**src/hw/rtl/wsa_pkg.sv**
```systemverilog
package wsa_pkg;

    // Result status codes.
    typedef enum logic [2:0] {
        ST_OK        = 3'd0,
        ST_MISMATCH  = 3'd1,
        ST_ZERO_ERR  = 3'd2,
        ST_ZERO_TSYS = 3'd3,
        ST_SKIPPED   = 3'd4
    } status_t;

    // Weighting modes held in the mode register.
    localparam logic [2:0] MODE_SUM   = 3'd0;
    localparam logic [2:0] MODE_EQUAL = 3'd1;
    localparam logic [2:0] MODE_RMS   = 3'd2;
    localparam logic [2:0] MODE_TSYS  = 3'd3;
    localparam logic [2:0] MODE_TIME  = 3'd4;
    localparam logic [2:0] MODE_ERROR = 3'd5;

    // Unsigned Q1.30 constants.
    localparam logic [30:0] Q30_ONE  = 31'h4000_0000;
    localparam logic [30:0] Q30_HALF = 31'h2000_0000;

    // One accepted item after classification in the front end.
    typedef struct packed {
        logic               start_new;
        logic        [11:0] channel;
        logic signed [31:0] sample_value;
        logic        [31:0] sample_error;
        logic        [12:0] scan_channels;
        logic        [31:0] scan_tsys;
        logic        [31:0] scan_int_time;
        logic        [31:0] scan_sigma;
        logic        [31:0] acc_sigma;
        logic               last;
        logic               outside;
        logic        [15:0] idx;
    } item_t;

    typedef enum logic {
        ITU_DIV,
        ITU_SQRT
    } itu_op_t;

    typedef struct packed {
        logic        start;
        itu_op_t     op;
        logic [63:0] arg;
        logic [32:0] divisor;
    } itu_req_t;

    typedef struct packed {
        logic        done;
        logic [31:0] result;
    } itu_rsp_t;

    typedef enum logic [1:0] {
        PH_ERR,
        PH_TOLD,
        PH_TNEW
    } phase_t;

    typedef enum logic [4:0] {
        S_IDLE,
        S_READ,
        S_CHECK,
        S_SQA,
        S_SQB,
        S_SQC,
        S_TSH,
        S_T3A,
        S_T3B,
        S_T3C,
        S_T3D,
        S_T3E,
        S_NORM,
        S_DIV,
        S_DIVW,
        S_BLEND,
        S_BLEND2,
        S_MSQ,
        S_MS0,
        S_MS1,
        S_MS2,
        S_MS3,
        S_ROOT,
        S_ROOTW,
        S_OUT
    } back_state_t;

endpackage

```
**src/hw/rtl/wsa_itu.sv**
```systemverilog
module wsa_itu
    import wsa_pkg::*;
(
    input  logic     clk,
    input  logic     rst_n,
    input  itu_req_t req,
    output itu_rsp_t rsp
);

    logic        busy_reg;
    logic        done_reg;
    itu_op_t     op_reg;
    logic [5:0]  cnt_reg;
    logic [35:0] rem_reg;
    logic [63:0] src_reg;
    logic [31:0] res_reg;
    logic [32:0] div_reg;
    logic [36:0] r2;
    logic [36:0] trial;
    logic        ge;

    // One quotient bit or one root bit per cycle.
    always_comb
    begin
        if (op_reg == ITU_DIV)
        begin
            r2    = {1'b0, rem_reg[34:0], src_reg[63]};
            trial = {4'd0, div_reg};
        end
        else
        begin
            r2    = {rem_reg[34:0], src_reg[63:62]};
            trial = {3'd0, res_reg, 2'b01};
        end
        ge = (r2 >= trial);
    end

    always_ff @(posedge clk or negedge rst_n)
    begin
        if (!rst_n)
        begin
            busy_reg <= 1'b0;
            done_reg <= 1'b0;
            cnt_reg  <= 6'd0;
        end
        else
        begin
            done_reg <= 1'b0;
            if (req.start)
            begin
                busy_reg <= 1'b1;
                cnt_reg  <= (req.op == ITU_DIV) ? 6'd31 : 6'd32;
            end
            else if (busy_reg)
            begin
                cnt_reg <= cnt_reg - 6'd1;
                if (cnt_reg == 6'd1)
                begin
                    busy_reg <= 1'b0;
                    done_reg <= 1'b1;
                end
            end
        end
    end

    always_ff @(posedge clk)
    begin
        if (req.start)
        begin
            op_reg  <= req.op;
            div_reg <= req.divisor;
            res_reg <= 32'd0;
            if (req.op == ITU_DIV)
            begin
                rem_reg <= {5'd0, req.arg[61:31]};
                src_reg <= {req.arg[30:0], 33'd0};
            end
            else
            begin
                rem_reg <= 36'd0;
                src_reg <= req.arg;
            end
        end
        else if (busy_reg)
        begin
            rem_reg <= ge ? 36'(r2 - trial) : r2[35:0];
            src_reg <= (op_reg == ITU_DIV) ? (src_reg << 1) : (src_reg << 2);
            res_reg <= {res_reg[30:0], ge};
        end
    end

    assign rsp.done   = done_reg;
    assign rsp.result = res_reg;

endmodule

```
**config.mk**
```make
export PLATFORM = sky130hd
export DESIGN_NAME = wsa_itu
export DESIGN_NICKNAME = d
export VERILOG_FILES = /design/src/hw/rtl/wsa_pkg.sv /design/src/hw/rtl/wsa_itu.sv
export SDC_FILE = /design/constraint.sdc
export NUM_CORES = 1
export LEC_CHECK = 0
export ABC_AREA = 0
export BUFFER_PORTS_ARGS = -buffer_cell sky130_fd_sc_hd__buf_2
export CAP_MARGIN = 20
export CORE_ASPECT_RATIO = 0.8
export CORE_UTILIZATION = 50
export CTS_CLUSTER_SIZE = 10
export DETAILED_ROUTE_END_ITERATION = 10
export GPL_TIMING_DRIVEN = 1
export PLACE_DENSITY = 0.73
export SYNTH_ARGS = -nofsm -noshare
export SYNTH_HDL_FRONTEND = slang
export SYNTH_SLANG_ARGS = --single-unit
export TNS_END_PERCENT = 50
```
**constraint.sdc**
```tcl
create_clock -name clk -period 4.22 [get_ports clk]
set_input_delay 0.422 -clock clk [delete_from_list [all_inputs] [get_ports clk]]
set_output_delay 0.422 -clock clk [all_outputs]
set_load 0.1 [all_outputs]
```
==> results of run 1 <==
==> synthesized netlist by cell type, types with 32 or more instances <==
library cell	number
edfxtp_1	133
nor2b_1	36
a21oi_1	68
ha_1	36
dfxtp_1	32
clkbuf_1	37
nor2_1	70
a211oi_1	34
mux2_2	34
nand2_1	81
o21ai_0	63
mux2i_1	151
==> cells by family after synthesis <==
kind of cell | count (synthesis)
DFF | 173
muxes | 185
and+or+nand+nor | 253
AOI/OAI and AO/OA | 239
adders and majority gates | 37
buffers and inverters | 82
xor gates and xnor gates | 31
==> through the flow <==
stage / total power [uW] / hold slack (ns) / setup slack, ns / util (%)
2_1_floorplan: 5150 / 0.126 / 0.0785 / -
3_3_place_gp: 5840 / 0.273 / 0.465 / 55.1
3_5_place_dp: 5880 / 0.272 / 0.320 / 55.1
4_1_cts: 7410 / 0.147 / 0.280 / 57.9
5_1_grt: 7850 / 0.146 / 0.0509 / 57.9
6_report: 7420 / 0.159 / 0.243 / 57.9
==> path summary, 6_finish.rpt <==
kind,endpoint,slack (ns),depth (start not counted)
max in group asynchronous,busy_reg$_DFF_PN0_,3.69,2
worst max-delay path,rem_reg[32]$_SDFFCE_PP0P_,0.24,15
min in group asynchronous,done_reg$_DFF_PN0_,0.35,2
worst min-delay path,div_reg[13]$_DFFE_PP_,0.16,1
worst max register to register,rem_reg[32]$_SDFFCE_PP0P_,0.24,15
worst min register to register,busy_reg$_DFF_PN0_,0.54,2
==> layout make-up <==
cell class              instances  share of cell area (%)
inverters                      11                   0.355
flip-flops and latches        173                    40.3
well taps                     269                    2.81
multi-input cells             745                    44.7
repair buffers                150                    7.17
clock buffers                  21                    3.93
clock inverters                11                   0.689
==> metal layers <==
metal  vias up  GRT usage [%]
met2       214           36.6
li1       3910              -
met1      3854           32.5
met3        29           4.78
met5         -              0
met4         2           6.37
==> what timing repair did <==
action | in CTS | in global routing
hold buffers | 1 | 0
gates resized for setup | 0 | 0
endpoints found under the hold margin | 8 | 0
setup endpoints to repair | 0 | 0
==> power by group <==
part	switching [uW]	internal [uW]
combinational	2040	1510
clock	712	812
sequential	147	2210
==> impl_results.md, run 1 <==
* Outcome: finished clean
* PortBufs at between 100 and 150
* Vias at between 8000 and 9000
* EDFF count, synth at approximately 130
* Final Setup Violations at 0
* Max frequency at between 200 and 300 MHz
* Avg Inst Size Synth at ~11 um^2
* Post-synthesis xor/xnor area fraction at 2.57%
* Post-CTS Setup Bufs at 0
* Largest fanout on the critical path at 40
* Synth-to-Final Area Change at 13.5%
* DRT Pass-1 Iters at 6
* H-tree level count at 4
* Post-Layout Inst Area at between 10000 and 15000 um^2
* Final Max Tran Viols at 0
* Hold Path Class: in -> reg
* Synth Area in Adders at under 10%
* Top cells by area, synth: edfxtp_1, mux2i_1, dfxtp_1
* R2R Path Start: op_reg$_DFFE_PP_
* Most frequent cells in the layout: mux2i_1, edfxtp_1, buf_2
* DRT iter0 DRCs at about 650
* Family with the most delay on the worst path: compound AO/OA/AOI/OAI gates
* Clock latency on the worst-skew pair at 0.43 ns
* Sequential-to-total area share from yosys stat at roughly 46%
* Worst-Margin Slew at a little under 1 ns
* Hold Startpoint: req[13]
* Largest family of logic cells by synthesized area: multiplexers
* Finished Layout Cells at roughly 1400
* Met2 routed wirelength at around 12000 um
* Largest net degree at the start of global routing at about 130
* Met1 Wirelength at around 12000 um
* Startpoint types: flip-flop
* CTS Buf Count at 17
* Metal3 WL at around 1300 um
* CTS tree: done
* Fillers at 1775
* Max reg flops at 64
* Final ANT Viol Nets at 0
* Top Ports at approximately 130
* Top FF cell, synth: edfxtp_1
* Synth unique cells at 68
* All-Layer GR Usage at 23.3%
* Multi-input logic area at approximately 5400 um^2
* Final Critical Period at between 3 and 4 ns
* DRC at 0
* Crit path largest cell delay at ~0.40 ns
* Initial Util at between 50% and 60%
* Routed len/inst at between 15 and 20 um
* Grt ovf at 0
* Global-route wire length before repair at a little under 40000 um
* DIE HEIGHT at 132 um
* Die W at roughly 160 um
* Synth Instances at 1000
* Period utilization at between 90% and 100%
* CP most frequent cell: buf_12
* Share of the synthesized area in the top cell type at ~38%
* Skew final at just under 0.009 ns
* Gpl congestion at ~0.90
* Compound-Gate Fraction of Synth Area at ~14%
* Register bit total from synthesis at about 170
* CP startpoint: op_reg$_DFFE_PP_
* Clock buffer depth at 2
* Slew headroom at between 30% and 40%
* Syn_nets at ~1100
* Setup Crit Path Kind: reg -> reg
* Max Cap Violations at 0
* Share of cells above drive strength 1 at a little over a fifth
* Initial antenna violation count at 1
* Hold Violations, Final at 0
* Clock sinks at around 170
* Cells after DPL at around 1300
* Die area at between 20000 and 25000 um^2
* Synth Area in Simple Gates at 11.5%
* WP buf/inv at 3
* Flip-flop and latch area at 4840 um^2
* DPL Wire Length at ~18000 um
* RSZ-0062 raised after global routing: false
* Crit path DAT at between 4 and 5 ns
* Dpl cell area at 11400 um^2
* LEAKAGE at between 0.005 and 0.006 uW
* Synth area leader: edfxtp_1
* Async S/R FF share, synth at around 4.6%
* Nets at about 1200
* Drt total wl at 25200 um
* Setup TNS at 0 ns
* Root buf cell: clkbuf_16
* Core box area at just over 20000 um^2
* CTS clk-pin slew, worst paths at about 0.070 ns
* Slowest-stage cell, CP: fa_1
* Vias per Instance at roughly 5.8
* Worst endpoint required time at around 4.5 ns
* Peak supply drop at 0.354 mV
* Top Metal Used: met5
* Mux share of post-synthesis cell area at approximately 18%
* CP endpoint kind: flip-flop
* Std cell rows at 47
* Most common cell after layout, fill and taps aside: mux2i_1
* Ys Warns at 0
* Worst-path cell chain: buf_12, buf_12, mux2i_1, ha_1, inv_1, fa_1, a21oi_1, o211ai_1, nand3_1, and3_4, o21ai_2, a211oi_4, o31ai_1, and3_1, nor4_1
* Pwr dens at between 600 and 700 nW/um^2
* Ant. Diodes at 0
* Vias in the first global route at between 7000 and 8000
* Netlist area before placement at 10600 um^2
Note: power is estimated with default switching activity, not from simulation.
==> run 2: changes to the inputs <==
--- a/config.mk
+++ b/config.mk
@@ -9,11 +9,12 @@
 export BUFFER_PORTS_ARGS = -buffer_cell sky130_fd_sc_hd__buf_2
 export CAP_MARGIN = 20
 export CORE_ASPECT_RATIO = 0.8
+export CORE_MARGIN = 1.5
 export CORE_UTILIZATION = 50
 export CTS_CLUSTER_SIZE = 10
 export DETAILED_ROUTE_END_ITERATION = 10
 export GPL_TIMING_DRIVEN = 1
-export PLACE_DENSITY = 0.73
+export PLACE_DENSITY = 0.7
 export SYNTH_ARGS = -nofsm -noshare
 export SYNTH_HDL_FRONTEND = slang
 export SYNTH_SLANG_ARGS = --single-unit
==> run 2 against run 1 <==
Net effect: clock skew rose by 0.0011 ns; via count shrank 1.4%; utilization fell by 0.33 points; cell area decreased by 0.57%; sequential cell count did not move; non-clock buffer count shrank 5.
==> impl_results.md, run 2 (synthesis results as in run 1) <==
* Period utilization at 92.9% (was 94.3%)
* Ant. Diodes at 0 (unchanged)
* Die W at 166 um (was 165 um)
* Drt total wl at 25200 um (about the same)
* Met2 global-route usage at 37.2% (was 36.6%)
* Initial antenna violation count at 0 (was 1)
* Grt ovf at 0 (unchanged)
* DRT Pass-1 Iters at 5 (was 6)
* Final Max Tran Viols at 0 (unchanged)
* Peak supply drop at 0.390 mV (was 0.354 mV)
* Largest fanout on the critical path at 60 (was 40)
* Max Cap Violations at 0 (unchanged)
* Max reg flops at 64 (unchanged)
* Largest net degree at the start of global routing at 95 (was 128)
* Skew final at 0.00974 ns (was 0.00867 ns)
* Vias in the first global route at 7609 (was 7589)
* Worst-Margin Slew at 1.12 ns (was 0.966 ns)
* Clock sinks at 173 (unchanged)
* Gpl congestion at 0.939 (was 0.901)
* Slew headroom at 25.3% (was 35.6%)
* Setup TNS at 0 ns (unchanged)
* DPL Wire Length at 17600 um (was 17700 um)
* Top Ports at 134 (unchanged)
* H-tree level count at 4 (unchanged)
* Setup Crit Path Kind: reg -> reg (unchanged)
* Crit path DAT at 4.17 ns (was 4.22 ns)
* Final Critical Period at 3.92 ns (was 3.98 ns)
* Clock latency on the worst-skew pair at 0.44 ns (was 0.43 ns)
* Initial Util at 51.0% (unchanged)
* Routed len/inst at 18.3 um (was 18.2 um)
* Tot Pwr at 7410 uW (was 7420 uW)
* Hold Violations, Final at 0 (unchanged)
* Synth-to-Final Area Change at 12.8% (was 13.5%)
* All-Layer GR Usage at 23.1% (was 23.3%)
* Root buf cell: clkbuf_16 (unchanged)
* Vias per Instance at 5.75 (was 5.80)
* Met1 Usage GRT at 32.4% (was 32.5%)
* Startpoint types: flip-flop (unchanged)
* Final Setup Violations at 0 (unchanged)
* Outcome: finished clean (unchanged)
* DRC at 0 (unchanged)
* Final Core Density at 57.6% (was 57.9%)
* Worst endpoint required time at 4.47 ns (was 4.46 ns)
* CTS Buf Count at 17 (unchanged)
* Finished Layout Cells at 1375 (was 1380)
* Core box area at 20700 um^2 (unchanged)
* RSZ-0062 raised after global routing: false (unchanged)
* PortBufs at 133 (unchanged)
* CP endpoint kind: flip-flop (unchanged)
* DIE HEIGHT at 133 um (was 132 um)
* LEAKAGE at 0.00519 uW (was 0.00523 uW)
* Clock buffer depth at 2 (unchanged)
* Final ANT Viol Nets at 0 (unchanged)
* Most common cell after layout, fill and taps aside: mux2i_1 (unchanged)
* Share of cells above drive strength 1 at 20.3% (was 20.9%)
* Vias at 7900 (was 8009)
* Cells after DPL at 1342 (was 1346)
* CTS tree: done (unchanged)
* Hold Path Class: in -> reg (unchanged)
* CTS clk-pin slew, worst paths at 0.07 ns (about the same)
* Final WS setup at 0.299 ns (was 0.243 ns)
* Nets at 1231 (was 1236)
* Std cell rows at 47 (unchanged)
* Global route hottest layer: met2 (unchanged)
* Global-route wire length before repair at 39800 um (was 39500 um)
* DRT iter0 DRCs at 651 (was 654)
* Max frequency at 255 MHz (was 251 MHz)
* Pre-CTS setup slack at 0.193 ns (was 0.320 ns)
* Most frequent cells in the layout: mux2i_1, edfxtp_1, buf_2 (unchanged)
* Die area at 22000 um^2 (was 21700 um^2)
* Met3 Use GR at 3.79% (was 4.78%)
* Pwr dens at 622 nW/um^2 (was 619 nW/um^2)
==> run 2: cell types whose count changed in the layout (fill, tap and decap cells not counted), sizes merged <==
| cell | before | now |
|---|---|---|
| clkinvlp | 3 | 1 |
| inv | 15 | 12 |
| bufinv | 0 | 1 |
| buf | 149 | 144 |
| clkbuf | 21 | 17 |
| clkinv | 4 | 12 |
==> run 2: path summary, 6_finish.rpt <==
check	to	cells after the start	startpoint	slack [ns]
setup / recovery	rem_reg[32]$_SDFFCE_PP0P_	13	op_reg$_DFFE_PP_	0.30
hold / removal	div_reg[3]$_DFFE_PP_	1	req[3]	0.16
setup reg to reg	rem_reg[32]$_SDFFCE_PP0P_	13	op_reg$_DFFE_PP_	0.30
hold reg to reg	res_reg[24]$_SDFFE_PP0P_	2	res_reg[24]$_SDFFE_PP0P_	0.54
max in group asynchronous	busy_reg$_DFF_PN0_	2	rst_n	3.68
min in group asynchronous	cnt_reg[1]$_DFFE_PN0P_	2	rst_n	0.35
==> run 2: what timing repair did <==
item	4_1_cts	5_1_grt
resized for setup	0	1
setup buffers	0	0
hold endpoints to repair	8	0
hold buffers	1	0
endpoints found under the setup margin	0	19
==> run 2: cell type report <==
type | instances | area, um^2
fillers | 1858 | 8780
multi-input cells | 745 | 5370
flip-flops and latches | 173 | 4840
repair buffers | 145 | 790
clock buffers | 17 | 425
well taps | 269 | 337
clock inverters | 15 | 124
inverters | 11 | 42.5
==> run 2: layer usage <==
layer  routed length (um)  up-vias  share of wire [%]
li1                     -     3901                  -
met4                  272        0                1.1
met1                11800     3792                 47
met5                    0        -                  0
met2                12100      181                 48
met3                  993       26                3.9
==> run 2: stage by stage <==
stage / hold WS [ns] / cell area (um^2)
2_1_floorplan: 0.126 / 10600
3_3_place_gp: 0.274 / 11400
3_5_place_dp: 0.276 / 11400
4_1_cts: 0.144 / 11900
5_1_grt: 0.139 / 11900
6_report: 0.158 / 11900
==> run 2: worst max-delay path, cell delays in order, from the launching register on <==
cell,delay [ns]
edfxtp_1,0.40
buf_12,0.34
buf_4,0.30
mux2i_1,0.27
ha_1,0.34
and4_1,0.29
nand3_1,0.17
nor2_1,0.07
nand2_1,0.08
o31ai_1,0.11
a21oi_2,0.44
nand2_8,0.34
and3_1,0.29
nor4_1,0.27
==> run 2: where the power goes <==
group	total, uW	switching, uW	leakage [uW]	internal (uW)
registers	2360	157	0.00178	2210
clock network	1520	710	0.000268	810
logic	3530	2060	0.00314	1470
total	7410	2920	0.00519	4490
