==> config.mk <==
export PLATFORM = sky130hd
export DESIGN_NAME = wsa_front
export DESIGN_NICKNAME = d
export VERILOG_FILES = /design/src/hw/rtl/wsa_pkg.sv /design/src/hw/rtl/wsa_front.sv
export SDC_FILE = /design/constraint.sdc
export NUM_CORES = 1
export LEC_CHECK = 0
export BUFFER_PORTS_ARGS = -buffer_cell sky130_fd_sc_hd__buf_2
export CAP_MARGIN = 20
export CORE_MARGIN = 2
export CORE_UTILIZATION = 52
export DETAILED_ROUTE_END_ITERATION = 6
export HOLD_SLACK_MARGIN = 0.1
export PLACE_DENSITY = 0.89
export SYNTH_ARGS = -nofsm -noshare
export SYNTH_HDL_FRONTEND = slang
export SYNTH_SLANG_ARGS = --single-unit
==> constraint.sdc <==
create_clock -name clk -period 13.05 [get_ports clk]
set_input_delay 2.61 -clock clk [delete_from_list [all_inputs] [get_ports clk]]
set_output_delay 2.61 -clock clk [all_outputs]
set_load 0.01 [all_outputs]
==> src/hw/rtl/wsa_pkg.sv <==
package wsa_pkg;

    // Result status codes.
    typedef enum logic [2:0] {
        ST_OK        = 3'd0,
        ST_MISMATCH  = 3'd1,
        ST_ZERO_ERR  = 3'd2,
        ST_ZERO_TSYS = 3'd3,
        ST_SKIPPED   = 3'd4
    } status_t;

    // Weighting modes held in the mode register.
    localparam logic [2:0] MODE_SUM   = 3'd0;
    localparam logic [2:0] MODE_EQUAL = 3'd1;
    localparam logic [2:0] MODE_RMS   = 3'd2;
    localparam logic [2:0] MODE_TSYS  = 3'd3;
    localparam logic [2:0] MODE_TIME  = 3'd4;
    localparam logic [2:0] MODE_ERROR = 3'd5;

    // Unsigned Q1.30 constants.
    localparam logic [30:0] Q30_ONE  = 31'h4000_0000;
    localparam logic [30:0] Q30_HALF = 31'h2000_0000;

    // One accepted item after classification in the front end.
    typedef struct packed {
        logic               start_new;
        logic        [11:0] channel;
        logic signed [31:0] sample_value;
        logic        [31:0] sample_error;
        logic        [12:0] scan_channels;
        logic        [31:0] scan_tsys;
        logic        [31:0] scan_int_time;
        logic        [31:0] scan_sigma;
        logic        [31:0] acc_sigma;
        logic               last;
        logic               outside;
        logic        [15:0] idx;
    } item_t;

    typedef enum logic {
        ITU_DIV,
        ITU_SQRT
    } itu_op_t;

    typedef struct packed {
        logic        start;
        itu_op_t     op;
        logic [63:0] arg;
        logic [32:0] divisor;
    } itu_req_t;

    typedef struct packed {
        logic        done;
        logic [31:0] result;
    } itu_rsp_t;

    typedef enum logic [1:0] {
        PH_ERR,
        PH_TOLD,
        PH_TNEW
    } phase_t;

    typedef enum logic [4:0] {
        S_IDLE,
        S_READ,
        S_CHECK,
        S_SQA,
        S_SQB,
        S_SQC,
        S_TSH,
        S_T3A,
        S_T3B,
        S_T3C,
        S_T3D,
        S_T3E,
        S_NORM,
        S_DIV,
        S_DIVW,
        S_BLEND,
        S_BLEND2,
        S_MSQ,
        S_MS0,
        S_MS1,
        S_MS2,
        S_MS3,
        S_ROOT,
        S_ROOTW,
        S_OUT
    } back_state_t;

endpackage

==> src/hw/rtl/wsa_front.sv <==
module wsa_front
    import wsa_pkg::*;
#(
    parameter int CHANNELS = 4096
)
(
    input  logic         clk,
    input  logic         rst_n,
    input  logic         s_axis_tvalid,
    output logic         s_axis_tready,
    input  logic [223:0] s_axis_tdata,
    input  logic [0:0]   s_axis_tuser,
    output logic         q_valid,
    input  logic         q_ready,
    output item_t        q_item
);

    localparam int DEPTH = 2;

    item_t      mem_reg [DEPTH];
    logic       wr_ptr_reg;
    logic       wr_ptr_next;
    logic       rd_ptr_reg;
    logic       rd_ptr_next;
    logic [1:0] cnt_reg;
    logic [1:0] cnt_next;
    logic       push;
    logic       pop;
    item_t      item_in;

    // Reduce the channel number modulo the store depth by binary
    // compare and subtract; the quotient has at most eight bits.
    function automatic logic [11:0] wrap_channel(input logic [11:0] ch);
        logic [11:0] r;
        logic [31:0] lim;
        r = ch;
        for (int k = 7; k >= 0; k--)
        begin
            lim = 32'(CHANNELS) << k;
            if (32'(r) >= lim)
            begin
                r = r - lim[11:0];
            end
        end
        return r;
    endfunction

    always_comb
    begin
        item_in.start_new     = s_axis_tuser[0];
        item_in.channel       = s_axis_tdata[11:0];
        item_in.sample_value  = s_axis_tdata[43:12];
        item_in.sample_error  = s_axis_tdata[75:44];
        item_in.scan_channels = s_axis_tdata[88:76];
        item_in.scan_tsys     = s_axis_tdata[120:89];
        item_in.scan_int_time = s_axis_tdata[152:121];
        item_in.scan_sigma    = s_axis_tdata[184:153];
        item_in.acc_sigma     = s_axis_tdata[216:185];
        item_in.last          = ({1'b0, s_axis_tdata[11:0]} + 13'd1) == s_axis_tdata[88:76];
        item_in.outside       = {1'b0, s_axis_tdata[11:0]} >= s_axis_tdata[88:76];
        item_in.idx           = 16'(wrap_channel(s_axis_tdata[11:0]));
    end

    assign s_axis_tready = (cnt_reg != 2'(DEPTH));
    assign q_valid       = (cnt_reg != 2'd0);
    assign q_item        = mem_reg[rd_ptr_reg];
    assign push          = s_axis_tvalid && s_axis_tready;
    assign pop           = q_valid && q_ready;

    always_comb
    begin
        wr_ptr_next = push ? ~wr_ptr_reg : wr_ptr_reg;
        rd_ptr_next = pop ? ~rd_ptr_reg : rd_ptr_reg;
        cnt_next    = cnt_reg + 2'(push) - 2'(pop);
    end

    always_ff @(posedge clk or negedge rst_n)
    begin
        if (!rst_n)
        begin
            wr_ptr_reg <= 1'b0;
            rd_ptr_reg <= 1'b0;
            cnt_reg    <= 2'd0;
        end
        else
        begin
            wr_ptr_reg <= wr_ptr_next;
            rd_ptr_reg <= rd_ptr_next;
            cnt_reg    <= cnt_next;
        end
    end

    always_ff @(posedge clk)
    begin
        if (push)
        begin
            mem_reg[wr_ptr_reg] <= item_in;
        end
    end

endmodule

==> impl_metrics.py, run 1 <==
metrics = {
    "cts": {
        "cts_resized": 0,
        "ctsRootBufferMaster": "clkbuf_16",
        "cts_setup_buffers": 0,
        "cts_tree": "done",
        "cts-buffers-inserted": 44,
        "clk_pin_slew_ns": 0.06,
        "clk_path_buf_depth": 3,
        "cts_hold_buf": 0,
        "clk_latency_ns": 0.55,
        "clock_sinks": 444,
        "htreeDepth": 2,
    },
    "pwr": {
        "power_frac_seq_pct": 44.8,
        "p_switching_mw": 1.35,
        "p_int_mw": 3.23,
        "power.total_mw": 4.58,
        "p_comb_share_pct": 29.7,
        "peakVddDrop_uv": 259,
        "netSwitchingFraction_pct": 29.4,
        "power_density_mw_per_mm2": 220,
        "clockPowerShare_pct": 25.5,
        "power_leakage_nw": 7.84,
    },
    "sta": {
        "period_minus_slack_ns": 5.42,
        "slew_headroom_pct": 14.5,
        "final-setup-viol-count": 0,
        "min_period_over_period_pct": 41.5,
        "finClkSkew_ns": 0.0299,
        "finalSetupTns_ns": 0,
        "hold_ws_ns": 0.570,
        "tightestPinTransition_ns": 1.28,
        "hold_viol": 0,
        "rsz0062_at_grt": "no",
        "report.final.slew_viol_count": 0,
        "max_freq_mhz": 185,
    },
    "synthesis": {
        "synth-async-reset-ratio_pct": 0.901,
        "yosys_warnings": 0,
        "synth.avg_cell_area_um2": 20.6,
        "yosysUniqueCellTypes": 45,
        "syn_area_mm2": 0.0169,
        "synth_seq_cells": 444,
        "synth_ff_type": "edfxtp_1",
        "seq_area_frac_synth_pct": 78.9,
        "synth_enable_flop_cells": 440,
        "synthesis.instances": 820,
    },
    "drt": {
        "first_pass_iters": 4,
        "via_per_inst": 5.31,
        "drc_errors": 0,
        "wire_per_inst_um": 20.8,
        "ant_nets": 0,
        "drtIter0Drc": 514,
        "vias": 9107,
        "drt_wl_total_mm": 35.7,
    },
    "placement": {
        "portBuffers": 455,
        "placed_cell_area_mm2": 0.0195,
        "gp_congestion": 0.756,
        "dp.cells": 1640,
        "hpwlAfterDp_mm": 23.6,
    },
    "die": {
        "die-width_um": 184,
        "pin_count": 467,
        "start_util_pct": 53.2,
        "core_area_mm2": 0.0317,
        "die_area_mm2": 0.0339,
        "rows": 65,
        "die_h_um": 184,
    },
    "final_layout": {
        "drive_above_1_share_pct": 56.6,
        "fill_cells": 2051,
        "num-nets-final": 1528,
        "largest_register_ffs": 440,
        "syn2layout_area_growth_pct": 23.3,
        "fin_area_mm2": 0.0208,
        "final_cells": 1715,
    },
    "global_route": {
        "grtUsageTotal_pct": 20.2,
        "antenna_found_initial": 8,
        "grt_pass1_wl_mm": 51.8,
        "grt_max_degree": 183,
        "grt_pass1_vias": 9591,
        "gr-total-overflow": 0,
    },
    "critical_path": {
        "cp_data_arrival_time_ns": 2.81,
        "start_kind": "flip-flop",
        "critPathCaptureType": "output port",
        "criticalPathCategory": "reg2out",
        "critPathRequiredTime_ns": 10.44,
        "cp_max_fo": 182,
    },
    "min_path": {
        "min_path_type": "reg2reg",
    },
    "run_status": {
        "status": "finished clean",
    },
    "job": {
        "max-cap-violations": 0,
    },
}
-- kinds of logic (layout without fill, tap and decap cells) --
kind of cell,after synthesis,in the layout,synth area share (%)
AOI/OAI and AO/OA,25,25,1.11
xor gates and xnor gates,17,17,0.883
adders and majority gates,16,16,1.17
buffers and inverters,60,545,1.96
DFF,444,444,78.9
muxes,221,221,14.7
other,1,9,0.0222
and+or+nand+nor,36,36,1.17
-- cells in the final DEF (no fill, tap or decap), types with 4 or more instances in the layout --
| master | instances |
|---|---|
| clkbuf_1 | 10 |
| ha_1 | 15 |
| xor2_1 | 4 |
| nand3_1 | 5 |
| clkbuf_16 | 45 |
| clkinv_1 | 9 |
| inv_1 | 16 |
| edfxtp_1 | 440 |
| a21o_1 | 5 |
| mux2_2 | 220 |
| nand2_1 | 6 |
| diode_2 | 5 |
| conb_1 | 4 |
| buf_2 | 455 |
| nor2_1 | 7 |
| xnor2_1 | 13 |
-- cells in the mapped netlist (2+ instances only) --
master,count,area (µm²)
o21ai_0,2,10.0
inv_1,16,60.1
edfxtp_1,440,13200
a211oi_1,2,15.0
clkbuf_1,6,22.5
xor2_1,4,35.0
nand2_1,6,22.5
nor2_1,8,30.0
dfrtp_1,4,100
mux2_2,220,2480
nand2b_1,2,12.5
nor3_1,2,10.0
ha_1,15,188
a21oi_1,3,15.0
a21o_1,5,37.5
buf_4,17,128
xnor2_1,13,114
nand3_1,5,25.0
nand4_1,3,18.8
a31oi_1,2,12.5
buf_2,19,95.1
a211o_1,3,26.3
-- worst max-delay path, stage by stage (launching register included) --
cell     delay, ns
dfrtp_4       0.79
buf_12        0.75
mux2_2        0.44
buf_2         0.15
-- power by group through the flow --
stage	Clock [mW]	Combinational, mW	Sequential, mW
3_3_place_gp	0	1.33	2.05
2_1_floorplan	0	0.879	2.13
3_5_place_dp	0	1.36	2.08
6_report	1.17	1.36	2.05
5_1_grt	1.24	1.45	2.08
4_1_cts	1.19	1.38	2.05
-- cell type report --
cell class | count | area [µm²] | share of cell area, %
clock inverters | 15 | 145 | 0.698
inverters | 16 | 60.1 | 0.289
diodes | 5 | 12.5 | 0.0602
repair buffers | 459 | 2340 | 11.3
clock buffers | 55 | 1160 | 5.60
multi-input cells | 319 | 3250 | 15.6
well taps | 402 | 503 | 2.42
flip-flops and latches | 444 | 13300 | 64.0
-- path summary, 6_finish.rpt --
path | from | slack [ns] | cells after the start | to
min in group asynchronous | rst_n | 1.85 | 1 | cnt_reg[1]$_DFF_PN0_
worst max-delay path | rd_ptr_reg$_DFFE_PN0P_ | 7.63 | 3 | q_item[52]
max in group asynchronous | rst_n | 11.05 | 1 | rd_ptr_reg$_DFFE_PN0P_
worst max register to register | cnt_reg[1]$_DFF_PN0_ | 10.47 | 3 | mem_reg[1][130]$_DFFE_PP_
worst min register to register | cnt_reg[0]$_DFF_PN0_ | 0.57 | 1 | cnt_reg[0]$_DFF_PN0_
worst min-delay path | cnt_reg[0]$_DFF_PN0_ | 0.57 | 1 | cnt_reg[0]$_DFF_PN0_
-- per-layer routing --
layer | global-route usage, % | vias to the layer above | share of wire, %
met5 | 0 | - | 0.053
met1 | 21.7 | 4488 | 35
met2 | 36.5 | 391 | 52
met3 | 6.78 | 84 | 9.4
li1 | - | 4140 | -
met4 | 7.84 | 4 | 3.2
-- through the flow --
step | utilization [%] | setup WS [ns]
3_3_place_gp | 61.4 | 8.17
3_5_place_dp | 61.4 | 8.18
4_1_cts | 65.5 | 7.58
2_1_floorplan | - | 0.422
5_1_grt | 65.5 | 7.49
6_report | 65.6 | 7.63
(Power assumes the default switching activity.)
==> run 2: changes to the inputs <==
- ABC_AREA: default -> 1
- CORE_UTILIZATION: 52 -> 47
- PLACE_DENSITY: 0.89 -> 0.86
- clock period: 13.05 -> 4.6 ns (I/O delays scaled with it)
==> impl_metrics.py, run 2 <==
metrics = {
    "synthesis": {
        "synth_top_area_share_pct": 77.3,
        "syn_area_mm2": 0.0171,
        "seq_area_frac_synth_pct": 77.9,
        "yosys-top-cells-count": "718 x nand2_1, 440 x edfxtp_1, 35 x inv_1",
        "synth.avg_cell_area_um2": 12.6,
        "synth-async-reset-ratio_pct": 0.901,
        "synthesis.instances": 1355,
        "yosys_warnings": 0,
        "synth.area.top_cells": "edfxtp_1 77%, nand2_1 16%, ha_1 1.1%",
        "yosysUniqueCellTypes": 27,
        "synth_seq_cells": 444,
        "yosys.area.top_type": "edfxtp_1",
        "synth_ff_type": "edfxtp_1",
        "synth_enable_flop_cells": 440,
        "synth.most_common_cell": "nand2_1",
    },
    "pwr": {
        "p_comb_share_pct": 32.4,
        "p_int_mw": 9.01,
        "power.total_mw": 13.7,
        "netSwitchingFraction_pct": 34.3,
        "p_switching_mw": 4.70,
        "power_leakage_nw": 9.28,
        "peakVddDrop_uv": 579,
        "power_frac_seq_pct": 41.7,
        "clockPowerShare_pct": 25.9,
        "power_density_mw_per_mm2": 644,
    },
    "die": {
        "pin_count": 467,
        "start_util_pct": 47.9,
        "die_area_mm2": 0.0379,
        "die_h_um": 195,
        "rows": 69,
        "core_area_mm2": 0.0357,
        "die-width_um": 195,
    },
    "critical_path": {
        "critPathRequiredTime_ns": 3.68,
        "r2r-start": "cnt_reg[0]$_DFF_PN0_",
        "worst-path-buf-inv": 3,
        "crit_chain": "inv_6, buf_4, nand2_1, nand2_1, buf_2",
        "critPathCaptureType": "output port",
        "criticalPathCategory": "reg2out",
        "critPathMaxStageDelay_ns": 0.57,
        "cp_max_fo": 58,
        "cp_common_cell": "nand2_1",
        "slowest_stage": "buf_4",
        "rrSetupSlack_ns": 2.78,
        "start_kind": "flip-flop",
        "r2r-end": "mem_reg[1][133]$_DFFE_PP_",
        "cp_data_arrival_time_ns": 2.43,
        "crit_family": "buffers and inverters",
        "reg2regPathDepth": 5,
    },
    "global_route": {
        "antenna_found_initial": 7,
        "grt_pass1_vias": 11331,
        "gr-total-overflow": 0,
        "grt_max_degree": 221,
        "grtUsageTotal_pct": 20.5,
        "grt_pass1_wl_mm": 60.3,
    },
    "cts": {
        "cts-buffers-inserted": 45,
        "clock_sinks": 444,
        "cts_setup_buffers": 0,
        "htreeDepth": 2,
        "ctsRootBufferMaster": "clkbuf_16",
        "cts_resized": 0,
        "clk_pin_slew_ns": 0.06,
        "cts_hold_buf": 0,
        "clk_latency_ns": 0.56,
        "clk_path_buf_depth": 3,
        "cts_tree": "done",
    },
    "sta": {
        "period_minus_slack_ns": 3.35,
        "max_freq_mhz": 299,
        "min_period_over_period_pct": 72.8,
        "hold_viol": 0,
        "layout_setup_ws_ns": 1.25,
        "rsz0062_at_grt": "no",
        "finClkSkew_ns": 0.0138,
        "report.final.slew_viol_count": 0,
        "final-setup-viol-count": 0,
        "slew_headroom_pct": 29.7,
        "tightestPinTransition_ns": 1.05,
        "hold_ws_ns": 0.165,
    },
    "final_layout": {
        "num-nets-final": 2049,
        "layout_common_cells": "717 x nand2_1, 455 x buf_2, 440 x edfxtp_1",
        "largest_register_ffs": 440,
        "drive_above_1_share_pct": 29.4,
        "final_common_cell": "nand2_1",
        "final_cells": 2305,
        "fin_area_mm2": 0.0213,
        "syn2layout_area_growth_pct": 24.6,
    },
    "placement": {
        "dp_slack_ns": 1.82,
        "portBuffers": 455,
        "placed_cell_area_mm2": 0.0198,
        "gp_congestion": 0.807,
        "dp.cells": 2219,
        "hpwlAfterDp_mm": 26.2,
    },
    "run_status": {
        "status": "finished clean",
    },
    "drt": {
        "via_per_inst": 4.96,
        "drc_errors": 0,
        "drtIter0Drc": 592,
        "vias": 11430,
        "ant_nets": 0,
        "wire_per_inst_um": 17.2,
        "drt_wl_total_mm": 39.7,
        "first_pass_iters": 5,
    },
    "min_path": {
        "min_path_type": "in2async",
    },
    "job": {
        "max-cap-violations": 0,
    },
}
[run 2: how the worst max path moves through the flow]
stage,startpoint,end,slack (ns),cells past startpoint
2_1_floorplan,s_axis_tvalid,mem_reg[1][100]$_DFFE_PP_,-0.08,2
3_3_place_gp,rd_ptr_reg$_DFFE_PN0P_,q_item[182],1.88,5
3_5_place_dp,rd_ptr_reg$_DFFE_PN0P_,q_item[182],1.82,5
4_1_cts,rd_ptr_reg$_DFFE_PN0P_,q_item[182],1.21,5
5_1_grt,rd_ptr_reg$_DFFE_PN0P_,q_item[139],1.11,5
6_report,rd_ptr_reg$_DFFE_PN0P_,q_item[182],1.25,5
[run 2: cells by family (layout without fill, tap and decap cells)]
kind of cell | count (synthesis) | count (layout) | synth area share [%]
compound gates | 13 | 13 | 0.410
xor+xnor | 5 | 5 | 0.256
fa+ha+maj | 15 | 15 | 1.10
buf+inv | 101 | 582 | 2.75
flops | 444 | 444 | 77.9
other cells | 1 | 9 | 0.0219
simple gates | 776 | 776 | 17.6
[run 2: power groups by stage]
stage	Combinational [mW]	Sequential, mW	Clock, mW
floorplan	2.58	5.84	0
global placement	4.36	5.76	0
detailed placement	4.45	5.81	0
CTS	4.49	5.73	3.63
global route	4.85	5.79	3.79
finish	4.44	5.72	3.55
[run 2: through the flow]
step	setup TNS, ns	utilization, %
finish	0	59.7
global route	0	59.7
CTS	0	59.7
detailed placement	0	55.6
global placement	0	55.6
floorplan	-30.35	-
[run 2: final cells by class]
cell class	instances	area, µm²
antenna	5	12.5
inverter	36	140
sequential	444	13300
fill	2716	14400
multi-input combinational	813	3350
tap	461	577
clock buffer	60	1220
timing repair buffer	465	2450
clock inverter	21	216
[run 2: metal layers]
metal | GRT usage, % | vias to the layer above | routed length (µm)
li1 | - | 5431 | -
met1 | 23.7 | 5393 | 14600
met2 | 36.0 | 501 | 20100
met3 | 6.14 | 97 | 3450
met4 | 8.03 | 8 | 1470
met5 | 0 | - | 56
[run 2: worst reg2reg max path, cell delays in order (launching register included)]
cell	delay [ns]
dfrtp_1	0.36
inv_1	0.06
nand2_1	0.19
nand2_8	0.09
nor2_4	0.22
buf_12	0.42
==> run 3: changes to the inputs <==
- clock period: 4.6 -> 2.95 ns (I/O delays scaled with it)
==> impl_metrics.py, run 3 (synthesis results as in run 2) <==
metrics = {
    "critical_path": {
        "cp_data_arrival_time_ns": 2.14,
        "start_kind": "flip-flop",
        "r2r-start": "cnt_reg[0]$_DFF_PN0_",
        "criticalPathCategory": "reg2out",
        "critPathRequiredTime_ns": 2.36,
        "cp_max_fo": 76,
        "startpoint": "rd_ptr_reg$_DFFE_PN0P_",
        "critPathCaptureType": "output port",
        "rrSetupSlack_ns": 0.98,
    },
    "die": {
        "die_h_um": 195,
        "pin_count": 467,
        "die_area_mm2": 0.0379,
        "core_area_mm2": 0.0357,
        "start_util_pct": 47.9,
        "rows": 69,
        "die-width_um": 195,
    },
    "sta": {
        "finClkSkew_ns": 0.0160,
        "hold_ws_ns": 0.214,
        "slew_headroom_pct": 41.3,
        "final-setup-viol-count": 0,
        "max_freq_mhz": 366,
        "min_period_over_period_pct": 92.5,
        "hold_viol": 0,
        "period_minus_slack_ns": 2.73,
        "rsz0062_at_grt": "no",
        "report.final.slew_viol_count": 0,
        "tightestPinTransition_ns": 0.878,
    },
    "cts": {
        "cts_setup_buffers": 0,
        "cts-buffers-inserted": 44,
        "clk_path_buf_depth": 3,
        "cts_hold_buf": 1,
        "clock_sinks": 444,
        "clk_latency_ns": 0.56,
        "clk_pin_slew_ns": 0.06,
        "ctsRootBufferMaster": "clkbuf_16",
        "cts_resized": 0,
        "cts_tree": "done",
        "htreeDepth": 2,
    },
    "global_route": {
        "gr-total-overflow": 0,
        "met1_usage_pct": 24.3,
        "met3_usage_pct": 5.60,
        "grt_pass1_vias": 11976,
        "antenna_found_initial": 10,
        "grt_use_met2_pct": 39.5,
        "grtUsageTotal_pct": 21.9,
        "busiest_layer": "met2",
        "grt_max_degree": 145,
        "grt_pass1_wl_mm": 64.1,
    },
    "drt": {
        "wire_per_inst_um": 18.0,
        "ant_nets": 0,
        "drc_errors": 0,
        "drtIter0Drc": 674,
        "drt_wl_total_mm": 41.8,
        "vias": 11649,
        "via_per_inst": 5.02,
        "first_pass_iters": 5,
    },
    "final_layout": {
        "layout_common_cells": "716 x nand2_1, 455 x buf_2, 440 x edfxtp_1",
        "num-nets-final": 2060,
        "fill_cells": 2706,
        "final_common_cell": "nand2_1",
        "fin_area_mm2": 0.0214,
        "drive_above_1_share_pct": 29.9,
        "syn2layout_area_growth_pct": 25.1,
        "largest_register_ffs": 440,
    },
    "pwr": {
        "power.total_mw": 21.4,
        "power_leakage_nw": 9.34,
        "power_density_mw_per_mm2": 1000,
        "peakVddDrop_uv": 904,
    },
    "min_path": {
        "min_path_type": "in2reg",
        "holdCritStartpoint": "s_axis_tdata[209]",
    },
    "placement": {
        "hpwlAfterDp_mm": 28.0,
        "portBuffers": 455,
        "gp_congestion": 0.811,
        "placed_cell_area_mm2": 0.0200,
    },
    "run_status": {
        "status": "finished clean",
    },
    "job": {
        "max-cap-violations": 0,
    },
}
[run 3: cell count changes in the layout (fill, tap and decap cells not counted), moves of 2 or more]
cell	delta
buf_4	+7
clkinv_2	+5
buf_12	+4
diode_2	+4
clkbuf_16	-2
clkinv_1	-2
[run 3: cell type report]
class	instances	area [µm²]	share of cell area, %
Antenna cell	9	22.5	0.105
Clock buffer	57	1170	5.48
Clock inverter	23	204	0.954
Inverter	36	140	0.655
Multi-Input combinational cell	813	3350	15.7
Sequential cell	444	13300	62.3
Tap cell	461	577	2.70
Timing Repair Buffer	477	2590	12.1
[run 3: critical path: stages, from the launching register on]
cell and delay, ns:
dfrtp_4 0.46, buf_4 0.64, nand2_1 0.15, nand2_1 0.13
buf_2 0.15
[run 3: stage by stage]
step           utilization, %  setup TNS [ns]  instances  setup slack (ns)
2_1_floorplan               -         -604.96       1358             -1.38
3_3_place_gp             56.0               0       2230             0.798
3_5_place_dp             56.0               0       2230             0.775
4_1_cts                  59.9               0       2311             0.160
5_1_grt                  59.9               0       2317            0.0789
6_report                 60.0               0       2320             0.221
[run 3: metal layers]
metal  part of all wire [%]  up-vias
met5                  0.060        -
met4                    4.1        4
met3                    8.4      105
met2                     52      545
met1                     35     5528
li1                       -     5467
[run 3: power breakdown]
group	switching [mW]	leakage [nW]	total [mW]	internal, mW
clock	2.28	0.674	5.36	3.08
combinational	4.85	4.53	7.13	2.28
sequential	0.341	4.13	8.94	8.60
total	7.47	9.34	21.4	14.0
[run 3: final timing paths]
kind / endpoint / cells after the start
hold reg to reg: cnt_reg[0]$_DFF_PN0_ / 1
setup / recovery: q_item[189] / 4
min in group asynchronous: rd_ptr_reg$_DFFE_PN0P_ / 2
max in group asynchronous: rd_ptr_reg$_DFFE_PN0P_ / 2
setup reg to reg: mem_reg[0][188]$_DFFE_PP_ / 5
hold / removal: mem_reg[0][38]$_DFFE_PP_ / 1
